**config.mk**
```make
export PLATFORM = sky130hd
export DESIGN_NAME = tgpg_merge
export DESIGN_NICKNAME = d
export VERILOG_FILES = /design/src/hdl/tgpg_pkg.sv /design/src/hdl/tgpg_merge.sv
export SDC_FILE = /design/constraint.sdc
export NUM_CORES = 1
export LEC_CHECK = 0
export ABC_AREA = 1
export BUFFER_PORTS_ARGS = -buffer_cell sky130_fd_sc_hd__buf_2
export CAP_MARGIN = 20
export CORE_ASPECT_RATIO = 1.5
export CORE_MARGIN = 2
export CORE_UTILIZATION = 48
export CTS_BUF_LIST = sky130_fd_sc_hd__clkbuf_4 sky130_fd_sc_hd__clkbuf_8
export DETAILED_ROUTE_END_ITERATION = 16
export GPL_ROUTABILITY_DRIVEN = 1
export GPL_TIMING_DRIVEN = 1
export HOLD_SLACK_MARGIN = 0.03
export PLACE_DENSITY = 0.82
export REMOVE_ABC_BUFFERS = 1
export SYNTH_ARGS = -nofsm -noshare
export SYNTH_HDL_FRONTEND = slang
export SYNTH_SLANG_ARGS = --single-unit
export TNS_END_PERCENT = 10
```
**constraint.sdc**
```tcl
create_clock -name clk -period 2.5 [get_ports clk]
set_input_delay 0.25 -clock clk [delete_from_list [all_inputs] [get_ports clk]]
set_output_delay 0.25 -clock clk [all_outputs]
set_load 0.01 [all_outputs]
```
**src/hdl/tgpg_pkg.sv**
```systemverilog
// Package: shared types and constants for the text glyph pixel generator.
`timescale 1ns / 1ps
package tgpg_pkg;

  localparam int unsigned STORE_DEPTH = 2048;
  localparam int unsigned STORE_AW    = $clog2(STORE_DEPTH);
  localparam int unsigned GLYPH_W     = 7;
  localparam int unsigned COLOR_W     = 12;
  localparam int unsigned HALF_W      = 16;
  localparam int unsigned PERIOD_W    = 18;
  localparam int unsigned NUM_LANES   = 2;
  localparam int unsigned ADDR_W      = 5;
  localparam int unsigned DATA_W      = 32;

  localparam logic [HALF_W-1:0] RUN_ONE_CODE   = 16'd4096;
  localparam logic [HALF_W-1:0] RUN_THREE_CODE = 16'd12288;
  localparam logic [HALF_W-1:0] RUN_SEVEN_CODE = 16'd28672;

  localparam logic [COLOR_W-1:0]  FG_RESET     = 12'd4095;
  localparam logic [COLOR_W-1:0]  BG_RESET     = 12'd0;
  localparam logic [COLOR_W-1:0]  BORDER_RESET = 12'd0;
  localparam logic [PERIOD_W-1:0] PERIOD_RESET = 18'd125000;

  localparam logic [2:0] RENDER_LAST = 3'd6;
  localparam logic [2:0] BORDER_LAST = 3'd2;

  typedef enum logic [1:0] {
    CMD_RENDER = 2'd0,
    CMD_BORDER = 2'd1,
    CMD_TICK   = 2'd2,
    CMD_STORE  = 2'd3
  } cmd_t;

  typedef enum logic [2:0] {
    REG_FG      = 3'd0,
    REG_BG      = 3'd1,
    REG_BORDER  = 3'd2,
    REG_ALT     = 3'd3,
    REG_EIGHTY  = 3'd4,
    REG_PERIOD  = 3'd5
  } reg_idx_t;

  typedef struct packed {
    logic [1:0]          command;
    logic [7:0]          char_first;
    logic [7:0]          char_second;
    logic [2:0]          glyph_row;
    logic [STORE_AW-1:0] store_address;
    logic [GLYPH_W-1:0]  store_data;
  } in_item_t;

  typedef struct packed {
    logic [31:0] pixel_word;
    logic        last;
  } out_item_t;

  typedef struct packed {
    logic [COLOR_W-1:0]  fg;
    logic [COLOR_W-1:0]  bg;
    logic [COLOR_W-1:0]  border;
    logic                alt;
    logic                eighty;
    logic [PERIOD_W-1:0] period;
  } cfg_t;

  // merge stage status seen by the top level
  typedef struct packed {
    logic       busy;
    logic       border;
    logic [2:0] cnt;
  } mrg_stat_t;

endpackage

```
**src/hdl/tgpg_merge.sv**
```systemverilog
// Merge stage: joins lane rows and serializes pixel-pair words.
`timescale 1ns / 1ps
module tgpg_merge (
  input  logic                          clk,
  input  logic                          rst_n,
  input  tgpg_pkg::cfg_t                cfg,
  input  logic                          s1_valid,
  input  logic                          s1_border,
  input  logic [tgpg_pkg::GLYPH_W-1:0]  bits_first,
  input  logic [tgpg_pkg::GLYPH_W-1:0]  bits_second,
  output logic                          take,
  output tgpg_pkg::mrg_stat_t           stat,
  output logic                          out_valid,
  input  logic                          out_ready,
  output tgpg_pkg::out_item_t           out_data
);
  import tgpg_pkg::*;

  logic                 busy_r, busy_nxt;
  logic                 border_r, border_nxt;
  logic [2:0]           cnt_r, cnt_nxt;
  logic [2*GLYPH_W-1:0] bits_r, bits_nxt;
  logic                 out_valid_r, out_valid_nxt;
  out_item_t            out_data_r, out_data_nxt;

  logic                 emit;
  logic                 last_word;
  logic [HALF_W-1:0]    run;
  logic [HALF_W-1:0]    fore;
  logic [HALF_W-1:0]    back;
  logic [HALF_W-1:0]    bord;
  logic [HALF_W-1:0]    lo;
  logic [HALF_W-1:0]    hi;

  assign emit      = busy_r && (!out_valid_r || out_ready);
  assign last_word = border_r ? (cnt_r == BORDER_LAST) : (cnt_r == RENDER_LAST);
  assign take      = s1_valid && (!busy_r || (emit && last_word));

  assign run  = cfg.eighty ? '0 : RUN_ONE_CODE;
  assign fore = {{(HALF_W-COLOR_W){1'b0}}, cfg.fg} | run;
  assign back = {{(HALF_W-COLOR_W){1'b0}}, cfg.bg} | run;
  assign bord = {{(HALF_W-COLOR_W){1'b0}}, cfg.border} |
                ((cnt_r == BORDER_LAST) ? RUN_THREE_CODE : RUN_SEVEN_CODE);

  always_comb begin
    if (border_r) begin
      lo = bord;
      hi = bord;
    end else begin
      lo = bits_r[2*GLYPH_W-1] ? back : fore;
      hi = bits_r[2*GLYPH_W-2] ? back : fore;
    end
  end

  always_comb begin
    busy_nxt   = busy_r;
    border_nxt = border_r;
    cnt_nxt    = cnt_r;
    bits_nxt   = bits_r;
    if (take) begin
      busy_nxt   = 1'b1;
      border_nxt = s1_border;
      cnt_nxt    = '0;
      // 80-column: aux page leads
      bits_nxt   = cfg.eighty ? {bits_second, bits_first} : {bits_first, bits_second};
    end else if (emit) begin
      busy_nxt = !last_word;
      cnt_nxt  = cnt_r + 3'd1;
      bits_nxt = {bits_r[2*GLYPH_W-3:0], 2'b00};
    end
  end

  always_comb begin
    out_valid_nxt = out_valid_r;
    out_data_nxt  = out_data_r;
    if (emit) begin
      out_valid_nxt           = 1'b1;
      out_data_nxt.pixel_word = {hi, lo};
      out_data_nxt.last       = last_word;
    end else if (out_ready) begin
      out_valid_nxt = 1'b0;
    end
  end

  always_ff @(posedge clk) begin
    if (!rst_n) begin
      busy_r      <= 1'b0;
      border_r    <= 1'b0;
      cnt_r       <= '0;
      out_valid_r <= 1'b0;
    end else begin
      busy_r      <= busy_nxt;
      border_r    <= border_nxt;
      cnt_r       <= cnt_nxt;
      out_valid_r <= out_valid_nxt;
    end
  end

  always_ff @(posedge clk) begin
    bits_r     <= bits_nxt;
    out_data_r <= out_data_nxt;
  end

  assign stat.busy   = busy_r;
  assign stat.border = border_r;
  assign stat.cnt    = cnt_r;
  assign out_valid   = out_valid_r;
  assign out_data    = out_data_r;

endmodule

```
==> qor.txt <==
DP Area -> 2920 um^2
Synth top area share -> 51.0%
postcts setup bufs -> 0
most frequent cells in the layout -> buf_2, o21ai_0, edfxtp_1, inv_1, nand2_1
pin count of the biggest net entering global routing -> 30
largest family of logic cells by synthesized area -> compound AO/OA/AOI/OAI gates
DRC viols -> 0
fillcell total -> 462
Worst Path Arrival -> 1780 ps
vias per cell -> 4.98
sequential element share of the synthesized area -> 55.9%
antenna diode count -> 0
worst clock skew -> 8.92 ps
Crit Path Category -> reg -> out
DR WL/cell -> 11.8 um
crit end category -> output port
Critical Path RT -> 2250 ps
setup_tns -> 0 ps
post-CTS sizing -> 0
antenna viol nets, final -> 0
Yosys top cell by area -> edfxtp_1
RSZ-0062 raised after global routing -> no
Slew @ Worst Pin -> 662 ps
H-Tree Depth -> 2
Total Nets Final -> 413
Max VDD drop -> 0.361 mV
root buf cell -> clkbuf_8
Final Max Slew Viols -> 0
PwrDens -> 664 nW/um^2
Hold Fails Final Rpt -> 0
commonest non-fill, non-tap cell in the layout -> buf_2
share of cells above drive strength 1 -> 34.5%
fin area -> 3050 um^2
gp weighted congestion -> 0.724
Total GRT Usage -> 16.9%
Gate Count Post-Synth -> 253
Max clock buf depth -> 2
overall die height -> 91.9 um
post-synth design cell area -> 2470 um^2
TritonCTS clock tree -> built
Final setup viols -> 0
Clock Pin Slew Worst Setup and Hold Paths -> 80 ps
area grow syn2layout -> 23.2%
Fmax achieved -> 492 MHz
total number of vias -> 2,012
area of the multi-input gates -> 810 um^2
Post-CTS Hold Buffers -> 0
die area -> 5750 um^2
min Tclk post-route -> 2030 ps
first drt pass iteration count -> 4
Avg Synthesized Cell Area -> 9.77 um^2
crit-path max FO -> 28
Synth Area in Simple Gates -> 6.43%
Initial Util -> 49.0%
vias in the first global route -> 1,863
post-synthesis xor/xnor area fraction -> 0.709%
Sinks on Clock Net -> 48
leak pwr -> 1.42 nW
boundary pin count -> 115
Yosys reg bits -> 48
top post-synthesis cells by area -> edfxtp_1, o21ai_0, inv_1, a21oi_1, dfxtp_1
chip width -> 62.6 um
initial antenna violation count -> 0
Compound-Gate Fraction of Synth Area -> 19.4%
Detail Placement HPWL -> 3510 um
status -> finished, final reports clean
DRT Wirelength -> 4770 um
synth warn -> 0
Rows -> 32
core area -> 5040 um^2
Max Cap Viol -> 0
Max-Slew Margin vs Limit -> 55.8%
Critical Path Start Type -> flip-flop
PortBufs -> 93
Adder-Cell Fraction of Synth Area -> 1.01%
initial DRC count -> 91
first-pass GRT wire length -> 7810 um
register area -> 1380 um^2
Final Cycle Share -> 81.2%
Overflow after GRT -> 0
clk_lat worst skew -> 290 ps
Synth cell types -> 22
mux cell area share after synthesis -> 4.86%
CTS buffer count -> 5
HP Class -> in -> reg
Worst Hold Path Cells -> 3
Worst Reg2Reg Path Length in Cells -> 8
==> cells in the mapped netlist <==
| master | count |
|---|---|
| nand2_2 | 2 |
| inv_4 | 1 |
| nand3_2 | 1 |
| buf_2 | 3 |
| o21ai_2 | 6 |
| nand2_4 | 1 |
| a21oi_2 | 2 |
| dfxtp_1 | 6 |
| edfxtp_1 | 42 |
| buf_4 | 7 |
| conb_1 | 1 |
| buf_6 | 3 |
| nand3_1 | 1 |
| inv_1 | 39 |
| nand2_1 | 28 |
| nor2_1 | 4 |
| a21oi_1 | 27 |
| clkbuf_1 | 8 |
| mux2i_1 | 12 |
| xor2_1 | 2 |
| ha_1 | 2 |
| o21ai_0 | 55 |
==> layer usage <==
metal | global-route usage [%] | up-vias | share of wire [%]
met4 | 6.67 | 0 | 1.1
met3 | 3.44 | 4 | 5.8
li1 | - | 1011 | -
met1 | 18.7 | 916 | 39
met2 | 31.3 | 81 | 54
met5 | 0 | - | 0
==> flip-flops by register name, indices dropped and copies added, names as in the netlist <==
register	flops
busy_r	1
out_data	28
border_r	1
cnt_r	3
bits_r	14
out_valid	1
==> cell type report <==
cell class              count  area share [%]
clock inverters             2            1.97
well taps                  68            2.79
inverters                  40            5.01
flip-flops and latches     48            45.4
repair buffers             96            16.0
clock buffers               5            2.26
multi-input cells         145            26.6
==> power by group <==
| group | total, mW | internal, mW | switching, mW |
|---|---|---|---|
| Clock | 0.633 | 0.394 | 0.240 |
| Combinational | 0.382 | 0.148 | 0.234 |
| Sequential | 1.01 | 0.984 | 0.0229 |
==> metrics by stage <==
step	util (%)	total power [mW]	instances	hold WS, ps	setup WS, ps
3_5_place_dp	57.8	1.41	397	501	720
4_1_cts	60.4	2.04	404	188	434
2_1_floorplan	-	1.25	233	371	149
5_1_grt	60.4	2.13	404	202	269
3_3_place_gp	57.8	1.39	397	499	749
6_report	60.4	2.02	404	203	469
==> path summary, 6_finish.rpt <==
kind              from        end  slack, ps
max           cnt_r[0]       take        470
min              rst_n   border_r        200
max reg2reg   cnt_r[0]  bits_r[3]        740
min reg2reg  bits_r[0]  bits_r[2]        530
==> worst max-delay path: stages (launching register included) <==
cell     delay [ps]
dfxtp_1         350
inv_1            70
ha_1            200
nand2_1         110
nand2_4          60
nand3_2          70
nand2_2          70
nand2_2          70
buf_4           290
inv_1            60
buf_2           140
==> kinds of logic (layout without fill, tap and decap cells) <==
kind of cell / after synthesis / after routing
AO/OA/AOI/OAI: 90 / 90
other: 1 / 2
adder cells (fa/ha/maj): 2 / 2
XOR/XNOR: 2 / 2
flip-flops: 48 / 48
AND/OR/NAND/NOR: 37 / 37
buffers and inverters: 61 / 143
multiplexers: 12 / 12
Power figures use the tool's default switching activity.
